### config.mk
export PLATFORM = sky130hd
export DESIGN_NAME = container_section_deframer_core_flat
export DESIGN_NICKNAME = d
export VERILOG_FILES = /design/src/hdl/csd_pkg.sv /design/src/hdl/csd_if.sv /design/src/hdl/csd_in_reg.sv /design/src/hdl/csd_parser.sv /design/src/hdl/csd_out_reg.sv /design/src/hdl/container_section_deframer_core.sv /design/src/flat_wrapper.sv
export SDC_FILE = /design/constraint.sdc
export NUM_CORES = 1
export LEC_CHECK = 0
export BUFFER_PORTS_ARGS = -buffer_cell sky130_fd_sc_hd__buf_2
export CAP_MARGIN = 25
export CORE_UTILIZATION = 65
export DETAILED_ROUTE_END_ITERATION = 10
export PLACE_DENSITY_LB_ADDON = 0.3
export SLEW_MARGIN = 40
export SYNTH_ARGS = -nofsm -noshare
export SYNTH_HDL_FRONTEND = slang
export SYNTH_SLANG_ARGS = --single-unit
### constraint.sdc
create_clock -name clock -period 11.7 [get_ports clock]
set_clock_uncertainty 0.1 [all_clocks]
set_input_delay 2.34 -clock clock [delete_from_list [all_inputs] [get_ports clock]]
set_output_delay 2.34 -clock clock [all_outputs]
set_load 0.02 [all_outputs]
### src/hdl/csd_pkg.sv
// Shared types, codes and constants for the container section deframer.
package csd_pkg;

   // Field counter width; covers field lengths up to 63 bytes
   localparam int CNT_W = 6;

   localparam logic [CNT_W-1:0] MAGIC_LEN  = CNT_W'(12);
   localparam logic [CNT_W-1:0] HEADER_LEN = CNT_W'(16);
   localparam logic [CNT_W-1:0] LENGTH_LEN = CNT_W'(4);
   localparam logic [CNT_W-1:0] TYPE_KEEP  = CNT_W'(4);
   localparam logic [31:0]      TOC_CODE   = 32'h894C_464D;
   localparam logic [15:0]      SEC_MAX    = 16'hFFFF;

   // Parser phase; each value equals the code of the byte class of the same name
   typedef enum logic [2:0] {
      PH_HEADER  = 3'd0,
      PH_GAP     = 3'd1,
      PH_TYPE    = 3'd2,
      PH_LENGTH  = 3'd3,
      PH_HASH    = 3'd4,
      PH_PAD     = 3'd5,
      PH_PAYLOAD = 3'd6,
      PH_ERROR   = 3'd7
   } phase_type;

   // Byte class codes on the result channel
   localparam logic [2:0] CLS_HEADER  = 3'd0;
   localparam logic [2:0] CLS_GAP     = 3'd1;
   localparam logic [2:0] CLS_TYPE    = 3'd2;
   localparam logic [2:0] CLS_LENGTH  = 3'd3;
   localparam logic [2:0] CLS_HASH    = 3'd4;
   localparam logic [2:0] CLS_PAD     = 3'd5;
   localparam logic [2:0] CLS_PAYLOAD = 3'd6;
   localparam logic [2:0] CLS_ERROR   = 3'd7;

   typedef struct packed {
      logic [7:0] data_byte;
      logic       end_of_file;
   } req_type;

   typedef struct packed {
      logic [2:0]  byte_class;
      logic [7:0]  byte_value;
      logic [15:0] section_number;
      logic [31:0] payload_length;
      logic        is_toc_section;
      logic        payload_end;
      logic        magic_error;
   } rsp_type;

   // Expected file magic, one byte per header position
   function automatic logic [7:0] magic_byte(input logic [3:0] idx);
      logic [7:0] val;
      unique case (idx)
         4'd0:    val = 8'h89;
         4'd1:    val = 8'h4C;
         4'd2:    val = 8'h46;
         4'd3:    val = 8'h50;
         4'd4:    val = 8'h0D;
         4'd5:    val = 8'h0A;
         4'd6:    val = 8'h1A;
         4'd7:    val = 8'h0A;
         4'd8:    val = 8'h00;
         4'd9:    val = 8'h00;
         4'd10:   val = 8'h00;
         4'd11:   val = 8'h01;
         default: val = 8'h00;
      endcase
      return val;
   endfunction

endpackage

### src/hdl/csd_if.sv
// Valid/ready channel interfaces for the request and response streams.
interface csd_req_if;
   import csd_pkg::*;
   logic    valid;
   logic    ready;
   req_type data;
   modport source (output valid, output data, input ready);
   modport sink (input valid, input data, output ready);
endinterface

interface csd_rsp_if;
   import csd_pkg::*;
   logic    valid;
   logic    ready;
   rsp_type data;
   modport source (output valid, output data, input ready);
   modport sink (input valid, input data, output ready);
endinterface

### src/hdl/csd_in_reg.sv
// Input register stage: captures one request transaction per cycle while req_chan.ready is high.
module csd_in_reg (
   input  logic            clock,
   input  logic            reset,
   csd_req_if.sink         req_chan,
   input  logic            take,
   output logic            in_valid,
   output csd_pkg::req_type in_data
);
   import csd_pkg::*;

   logic    valid_ff;
   logic    valid_in;
   req_type data_ff;

   // Accept when empty or when the held transaction moves on this cycle
   assign req_chan.ready = !valid_ff || take;

   always_comb begin
      valid_in = valid_ff;
      if (req_chan.ready) begin
         valid_in = req_chan.valid;
      end
   end

   always_ff @(posedge clock) begin
      if (reset) begin
         valid_ff <= 1'b0;
      end else begin
         valid_ff <= valid_in;
      end
   end

   // Load payload on every accepted transaction
   always_ff @(posedge clock) begin
      if (req_chan.valid && req_chan.ready) begin
         data_ff <= req_chan.data;
      end
   end

   assign in_valid = valid_ff;
   assign in_data  = data_ff;
endmodule

### src/hdl/csd_parser.sv
// Section parser: phase state machine, field counters and result forming.
module csd_parser #(
   parameter int HASH_LEN       = 45,
   parameter int PAD_LEN        = 35,
   parameter int TYPE_FIELD_LEN = 12
) (
   input  logic             clock,
   input  logic             reset,
   input  logic             in_valid,
   input  csd_pkg::req_type in_data,
   input  logic             out_free,
   output logic             take,
   output csd_pkg::rsp_type result
);
   import csd_pkg::*;

   localparam logic [CNT_W-1:0] HASH_END = CNT_W'(HASH_LEN);
   localparam logic [CNT_W-1:0] PAD_END  = CNT_W'(PAD_LEN);
   localparam logic [CNT_W-1:0] TYPE_END = CNT_W'(TYPE_FIELD_LEN);

   phase_type        phase_ff, phase_in, phase_st;
   logic [CNT_W-1:0] fc_ff, fc_in, fc_st, fc_inc;
   logic [31:0]      len_ff, len_in, len_st;
   logic [31:0]      rem_ff, rem_in, rem_st, rem_dec;
   logic [31:0]      type_ff, type_in, type_st;
   logic [15:0]      sec_ff, sec_in;
   logic             mbad_ff, mbad_in, mbad_st;
   logic [2:0]       cls;
   logic             len_valid;
   logic             pend;
   logic             finish;
   logic [7:0]       b;

   assign take    = in_valid && out_free;
   assign b       = in_data.data_byte;
   assign fc_inc  = fc_ff + CNT_W'(1);
   assign rem_dec = rem_ff - 32'd1;

   // Advance the parse by one byte (before section end and end-of-file clears)
   always_comb begin
      phase_st  = phase_ff;
      fc_st     = fc_ff;
      len_st    = len_ff;
      rem_st    = rem_ff;
      type_st   = type_ff;
      mbad_st   = mbad_ff;
      cls       = CLS_ERROR;
      len_valid = 1'b0;
      pend      = 1'b0;
      finish    = 1'b0;
      unique case (phase_ff)
         PH_HEADER: begin
            cls = CLS_HEADER;
            if (fc_ff < MAGIC_LEN && b != magic_byte(fc_ff[3:0])) begin
               mbad_st = 1'b1;
            end
            fc_st = fc_inc;
            if (fc_inc >= HEADER_LEN) begin
               fc_st    = '0;
               phase_st = mbad_st ? PH_ERROR : PH_GAP;
            end
         end
         PH_GAP: begin
            if (b == 8'h00) begin
               cls = CLS_GAP;
            end else begin
               cls      = CLS_TYPE;
               type_st  = {24'h0, b};
               len_st   = '0;
               fc_st    = CNT_W'(1);
               phase_st = PH_TYPE;
               if (CNT_W'(1) >= TYPE_END) begin
                  fc_st    = '0;
                  phase_st = PH_LENGTH;
               end
            end
         end
         PH_TYPE: begin
            cls = CLS_TYPE;
            if (fc_ff < TYPE_KEEP) begin
               type_st = {type_ff[23:0], b};
            end
            fc_st = fc_inc;
            if (fc_inc >= TYPE_END) begin
               fc_st    = '0;
               phase_st = PH_LENGTH;
            end
         end
         PH_LENGTH: begin
            cls    = CLS_LENGTH;
            len_st = {len_ff[23:0], b};
            fc_st  = fc_inc;
            if (fc_inc >= LENGTH_LEN) begin
               fc_st     = '0;
               len_valid = 1'b1;
               phase_st  = PH_HASH;
            end
         end
         PH_HASH: begin
            cls       = CLS_HASH;
            len_valid = 1'b1;
            fc_st     = fc_inc;
            if (fc_inc >= HASH_END) begin
               fc_st = '0;
               if (PAD_END != '0) begin
                  phase_st = PH_PAD;
               end else if (len_ff == '0) begin
                  finish = 1'b1;
               end else begin
                  rem_st   = len_ff;
                  phase_st = PH_PAYLOAD;
               end
            end
         end
         PH_PAD: begin
            cls       = CLS_PAD;
            len_valid = 1'b1;
            fc_st     = fc_inc;
            if (fc_inc >= PAD_END) begin
               fc_st = '0;
               if (len_ff == '0) begin
                  finish = 1'b1;
               end else begin
                  rem_st   = len_ff;
                  phase_st = PH_PAYLOAD;
               end
            end
         end
         PH_PAYLOAD: begin
            cls       = CLS_PAYLOAD;
            len_valid = 1'b1;
            rem_st    = rem_dec;
            if (rem_dec == '0) begin
               pend   = 1'b1;
               finish = 1'b1;
            end
         end
         PH_ERROR: begin
            cls = CLS_ERROR;
         end
         default: begin
            cls = CLS_ERROR;
         end
      endcase
   end

   // Next state: apply section end, then end-of-file restart
   always_comb begin
      phase_in = phase_ff;
      fc_in    = fc_ff;
      len_in   = len_ff;
      rem_in   = rem_ff;
      type_in  = type_ff;
      sec_in   = sec_ff;
      mbad_in  = mbad_ff;
      if (take) begin
         phase_in = phase_st;
         fc_in    = fc_st;
         len_in   = len_st;
         rem_in   = rem_st;
         type_in  = type_st;
         mbad_in  = mbad_st;
         if (finish) begin
            phase_in = PH_GAP;
            fc_in    = '0;
            type_in  = '0;
            len_in   = '0;
            rem_in   = '0;
            if (sec_ff != SEC_MAX) begin
               sec_in = sec_ff + 16'd1;
            end
         end
         if (in_data.end_of_file) begin
            phase_in = PH_HEADER;
            fc_in    = '0;
            len_in   = '0;
            rem_in   = '0;
            type_in  = '0;
            sec_in   = '0;
            mbad_in  = 1'b0;
         end
      end
   end

   // Form the result for the byte taken this cycle
   always_comb begin
      result.byte_class     = cls;
      result.byte_value     = b;
      result.section_number = sec_ff;
      result.payload_length = len_valid ? len_st : 32'd0;
      result.is_toc_section = (type_st == TOC_CODE);
      result.payload_end    = pend;
      result.magic_error    = mbad_st;
      if (cls == CLS_HEADER || cls == CLS_ERROR) begin
         result.is_toc_section = 1'b0;
      end
      if (cls == CLS_ERROR) begin
         result.section_number = '0;
         result.payload_length = '0;
      end
   end

   always_ff @(posedge clock) begin
      if (reset) begin
         phase_ff <= PH_HEADER;
         fc_ff    <= '0;
         len_ff   <= '0;
         rem_ff   <= '0;
         type_ff  <= '0;
         sec_ff   <= '0;
         mbad_ff  <= 1'b0;
      end else begin
         phase_ff <= phase_in;
         fc_ff    <= fc_in;
         len_ff   <= len_in;
         rem_ff   <= rem_in;
         type_ff  <= type_in;
         sec_ff   <= sec_in;
         mbad_ff  <= mbad_in;
      end
   end

   // End of file always restarts at a clean header
   a_eof_restart: assert property (@(posedge clock) disable iff (reset)
      take && in_data.end_of_file |=> phase_ff == PH_HEADER && fc_ff == '0 && !mbad_ff)
      else $error("parser did not restart after end of file");

   // Error phase is only reachable through a bad magic
   a_error_flag: assert property (@(posedge clock) disable iff (reset)
      phase_ff == PH_ERROR |-> mbad_ff)
      else $error("error phase without magic mismatch");

   // Payload phase always has bytes left to deliver
   a_payload_left: assert property (@(posedge clock) disable iff (reset)
      phase_ff == PH_PAYLOAD |-> rem_ff != '0)
      else $error("payload phase with nothing remaining");

   // Header counter stays within the header
   a_header_count: assert property (@(posedge clock) disable iff (reset)
      phase_ff == PH_HEADER |-> fc_ff < HEADER_LEN)
      else $error("header counter out of range");
endmodule

### src/hdl/csd_out_reg.sv
// Result register: holds one response transaction until the sink takes it.
module csd_out_reg (
   input  logic             clock,
   input  logic             reset,
   input  logic             take,
   input  csd_pkg::rsp_type result,
   output logic             out_free,
   csd_rsp_if.source        rsp_chan
);
   import csd_pkg::*;

   logic    valid_ff;
   logic    valid_in;
   rsp_type data_ff;

   // Room when empty or when the held result leaves this cycle
   assign out_free = !valid_ff || rsp_chan.ready;

   always_comb begin
      valid_in = valid_ff;
      if (out_free) begin
         valid_in = take;
      end
   end

   always_ff @(posedge clock) begin
      if (reset) begin
         valid_ff <= 1'b0;
      end else begin
         valid_ff <= valid_in;
      end
   end

   // Load a new result whenever the parser takes a byte
   always_ff @(posedge clock) begin
      if (take) begin
         data_ff <= result;
      end
   end

   assign rsp_chan.valid = valid_ff;
   assign rsp_chan.data  = data_ff;
endmodule

### src/hdl/container_section_deframer_core.sv
// Top level of the byte-serial container section deframer.
//
//  channel   dir  payload                                       handshake
//  req_chan  in   data_byte, end_of_file                         valid/ready
//  rsp_chan  out  byte_class, byte_value, section_number,        valid/ready
//                 payload_length, is_toc_section, payload_end,
//                 magic_error
//
// One byte per cycle sustained while rsp_chan is ready; one response per request byte.
// A response is offered on rsp_chan from the result register after its request
// passes through the input register, then the parse logic.
// Synchronous active-high reset returns the parser to the header phase.
// A stall on rsp_chan holds the result register, then the input register,
// then drops req_chan.ready; no transaction is lost.
module container_section_deframer_core #(
   parameter int HASH_LEN       = 45,
   parameter int PAD_LEN        = 35,
   parameter int TYPE_FIELD_LEN = 12
) (
   input logic       clock,
   input logic       reset,
   csd_req_if.sink   req_chan,
   csd_rsp_if.source rsp_chan
);
   import csd_pkg::*;

   logic    in_valid;
   req_type in_data;
   logic    take;
   logic    out_free;
   rsp_type result;

   csd_in_reg u_in_reg (
      .clock    (clock),
      .reset    (reset),
      .req_chan (req_chan),
      .take     (take),
      .in_valid (in_valid),
      .in_data  (in_data)
   );

   csd_parser #(
      .HASH_LEN       (HASH_LEN),
      .PAD_LEN        (PAD_LEN),
      .TYPE_FIELD_LEN (TYPE_FIELD_LEN)
   ) u_parser (
      .clock    (clock),
      .reset    (reset),
      .in_valid (in_valid),
      .in_data  (in_data),
      .out_free (out_free),
      .take     (take),
      .result   (result)
   );

   csd_out_reg u_out_reg (
      .clock    (clock),
      .reset    (reset),
      .take     (take),
      .result   (result),
      .out_free (out_free),
      .rsp_chan (rsp_chan)
   );
endmodule
### src/flat_wrapper.sv
// flat-port wrapper written by rule: the top's interface ports become plain ports
module container_section_deframer_core_flat import csd_pkg::*;
#(
   parameter int HASH_LEN       = 45,
   parameter int PAD_LEN        = 35,
   parameter int TYPE_FIELD_LEN = 12
)
  (clock, reset, req_chan_valid, req_chan_data, req_chan_ready, rsp_chan_valid, rsp_chan_data, rsp_chan_ready);
  csd_req_if req_chan_i ();
  csd_rsp_if rsp_chan_i ();
  input logic clock;
  input logic reset;
  input wire logic [$bits(req_chan_i.valid)-1:0] req_chan_valid;
  input wire logic [$bits(req_chan_i.data)-1:0] req_chan_data;
  output wire logic [$bits(req_chan_i.ready)-1:0] req_chan_ready;
  output wire logic [$bits(rsp_chan_i.valid)-1:0] rsp_chan_valid;
  output wire logic [$bits(rsp_chan_i.data)-1:0] rsp_chan_data;
  input wire logic [$bits(rsp_chan_i.ready)-1:0] rsp_chan_ready;
  assign req_chan_i.valid = req_chan_valid;
  assign req_chan_i.data = req_chan_data;
  assign req_chan_ready = req_chan_i.ready;
  assign rsp_chan_valid = rsp_chan_i.valid;
  assign rsp_chan_data = rsp_chan_i.data;
  assign rsp_chan_i.ready = rsp_chan_ready;
  container_section_deframer_core #(.HASH_LEN(HASH_LEN), .PAD_LEN(PAD_LEN), .TYPE_FIELD_LEN(TYPE_FIELD_LEN)) u_core (.clock(clock), .reset(reset), .req_chan(req_chan_i), .rsp_chan(rsp_chan_i));
endmodule
==> run metrics <==
Via density=roughly 6.8; CTS tree=done; outcome=finished, final reports clean; pin count of the biggest net entering global routing=56; Pint=roughly 1.1 mW; num rows=44; Syn Nets=1100; top cells by count, synth=dfxtp_1 (131), nand2_1 (115), a21oi_1 (96); cell mode on critical path=nand2b_1; top_reg_cell synth=dfxtp_1; total chip power=1.50 mW; Root Driver=clkbuf_16; Synth top area share=roughly a quarter; Clock transition at path regs=about 60 ps; CP Class=input port to flop; Combinational Power Share=~6.3%; critical path buffer and inverter count=4; share of post-route cells with drive strength above 1=between 10 and 15%; Final Util=between 70% and 80%; die area=~16000 sq um; fillcell total=roughly 1100; Critical Path, Cell by Cell=buf_2 > nor2b_1 > nand2b_1 > inv_2 > buf_4 > nand2_1 > a2111oi_0 > a32o_1 > inv_1 > ha_1 > nand2b_1 > o22ai_1; DRT Pass-1 Iters=5; Net Sw Power=around 0.36 mW; setup bufs post-CTS=0; clock buffer depth=3; RSZ-0062 raised after global routing=false; Max FO, Critical Path=55; Port Buffer Count=76; I/O Pins=77; Sw Share=23.8%; core area=roughly 15000 sq um; Pleak=4.15 nW; grt ovf=0; #FFs+latches synth=approximately 200; Worst-Margin Slew=~780 ps; Worst VDD drop=roughly 0.12 mV; Synth area leaders=dfxtp_1 (26%), edfxtp_1 (21%), a22o_1 (5.4%); GPL Wtd Cong=roughly 1; CP required=about 12000 ps; Ys Warns=0; sequential power share=50.2%; Place WS=between 5000 and 6000 ps; # Max-Cap Violations=0; post_cts resized=0; CTS Sinks=around 200; Register Area=between 4000 and 5000 sq um; Finished Layout Cells=~1300; Post-synth EDFFs=a little over 70; Initial Util=between 60 and 70%; nets=roughly 1100; vias in the first global route=around 8000; Die H=around 130 um; placed insts=about 1300; Netlist cell types=just over 80; n_diodes=0; Horiz. Die Dim=126 um; area leader, netlist=dfxtp_1; multi-input logic area=slightly below 5000 sq um; setup TNS=0 ps; Hold Crit Class=flop to flop; hpwl dp=16900 um; initial antenna violation count=0; max-slew violation count=0; total CTS buffers=22; max_slew headroom=approximately 48%; H-tree depth=1; CTS Hold Bufs=0; register area share after synthesis=47.7%; clock network power share=43.5%; final setup violation count=0; Mean Syn Cell Area=around 9.3 sq um; fin crit share=46.1%; crit path max-delay cell type=buf_4; DRC=0; pwr dens=around 140 nW/um^2; FMAX=~190 MHz; antenna viol nets, final=0; crit path DAT=roughly 5700 ps; CP Capture Type=flop; synthesized area=between 9000 and 10000 sq um; GRT Overall Usage=around a third; delay-heaviest family, CP=buffers and inverters; Area Growth Syn to Fin=11.2%; first-pass GRT wire length=between 40000 and 50000 um; clk_lat worst skew=roughly 500 ps; crit path launch type=input port; CP max stage delay=630 ps; final worst-path setup slack=6310 ps; Post-Synthesis Cells=1073; Final Hold Viols=0; DR WL/cell=20.0 um; asr flop ratio synth=0%; First DRT Iteration DRCs=about 1200; most numerous cell in the Yosys netlist=dfxtp_1; via total after detailed routing=approximately 8900; final wirelength=approximately 26000 um; Tmin final=around 5400 ps
==> worst reg2reg max path: cells and delay by family (launching register included) <==
family | cells | cell delay, ps
buf+inv | 3 | 760
simple gates | 7 | 2170
flops | 1 | 410
fa+ha+maj | 1 | 350
compound gates | 2 | 700
xor+xnor | 1 | 170
==> layer usage <==
| layer | vias up | track usage (%) | part of all wire [%] |
|---|---|---|---|
| met5 | - | 0 | 0 |
| met4 | 0 | 12.7 | 3.1 |
| met1 | 4234 | 46.5 | 43 |
| met2 | 514 | 50.7 | 44 |
| li1 | 4097 | - | - |
| met3 | 75 | 6.24 | 9.9 |
==> metrics by stage <==
| step | cell area (sq um) | hold slack [ps] |
|---|---|---|
| 2_1_floorplan | 9970 | 340 |
| 3_3_place_gp | 10400 | 354 |
| 3_5_place_dp | 10400 | 369 |
| 4_1_cts | 11100 | 375 |
| 5_1_grt | 11100 | 398 |
| 6_report | 11100 | 369 |
==> state kept, by name, indices dropped and copies added, names as in the netlist, named ones only <==
register and count:
u_core.u_out_reg.rsp_chan.data 62, u_core.u_parser.len_ff 32, u_core.u_parser.rem_ff 32, u_core.u_parser.type_ff 32
u_core.u_parser.sec_ff 16, u_core.u_in_reg.in_data 9, u_core.u_parser.fc_ff 6, u_core.u_parser.phase_ff 3
u_core.u_in_reg.in_valid 1, u_core.u_out_reg.rsp_chan.valid 1, u_core.u_parser.mbad_ff 1
==> power groups by stage <==
| stage | Sequential, mW | Clock (mW) | Combinational (mW) |
|---|---|---|---|
| 2_1_floorplan | 0.774 | 0 | 0.0565 |
| 3_3_place_gp | 0.766 | 0 | 0.0910 |
| 3_5_place_dp | 0.767 | 0 | 0.0926 |
| 4_1_cts | 0.752 | 0.654 | 0.0934 |
| 5_1_grt | 0.753 | 0.689 | 0.102 |
| 6_report | 0.752 | 0.652 | 0.0948 |
==> layout by cell type, fill, tap and decap left out, types with 5 or more instances in the layout <==
cell type  count
or3_1         11
a32o_1         5
and2_1         7
a21oi_1       95
a31o_2         5
nand2_1      115
xor2_1        10
nand3_1       61
nor4_1        24
nand2b_1       7
o21ai_0       20
o32ai_1       15
o31ai_1        8
clkbuf_1       5
nor2b_1       21
nand4_1       22
a2111oi_0      5
xnor2_1       18
nor2_1        69
nor3_1        34
edfxtp_1      71
a22o_1        62
clkbuf_16     23
and3_1        14
o2111ai_1     12
ha_1          14
clkinv_2       8
buf_2         76
dfxtp_1      131
buf_4         14
nand3b_1       8
inv_1         30
a31oi_1        9
==> final timing paths <==
path / start / to / slack (ps) / depth (start not counted)
setup reg to reg: u_core.u_parser.rem_ff[0] / u_core.u_parser.len_ff[26] / 6980 / 14
setup / recovery: rsp_chan_ready / flop / 6310 / 12
hold / removal: u_core.u_parser.type_ff[27] / u_core.u_parser.type_ff[27] / 370 / 1
hold reg to reg: u_core.u_parser.type_ff[27] / u_core.u_parser.type_ff[27] / 370 / 1
==> area by class of cell <==
cell class	instances	area share [%]
Multi-Input combinational cell	765	43.4
Inverter	32	1.08
Clock buffer	30	5.61
Clock inverter	10	0.576
Tap cell	184	2.08
Timing Repair Buffer	90	4.38
Sequential cell	202	42.9
==> cell families (layout without fill, tap and decap cells) <==
family	after synthesis	count (layout)	share of synthesized area, %
AND/OR/NAND/NOR	443	443	23.7
AO/OA/AOI/OAI	275	275	19.5
flip-flops	202	202	47.7
buffers and inverters	106	162	4.33
XOR/XNOR	29	29	2.62
adder cells (fa/ha/maj)	14	14	1.76
multiplexers	4	4	0.402
Note: power is estimated with default switching activity, not from simulation.
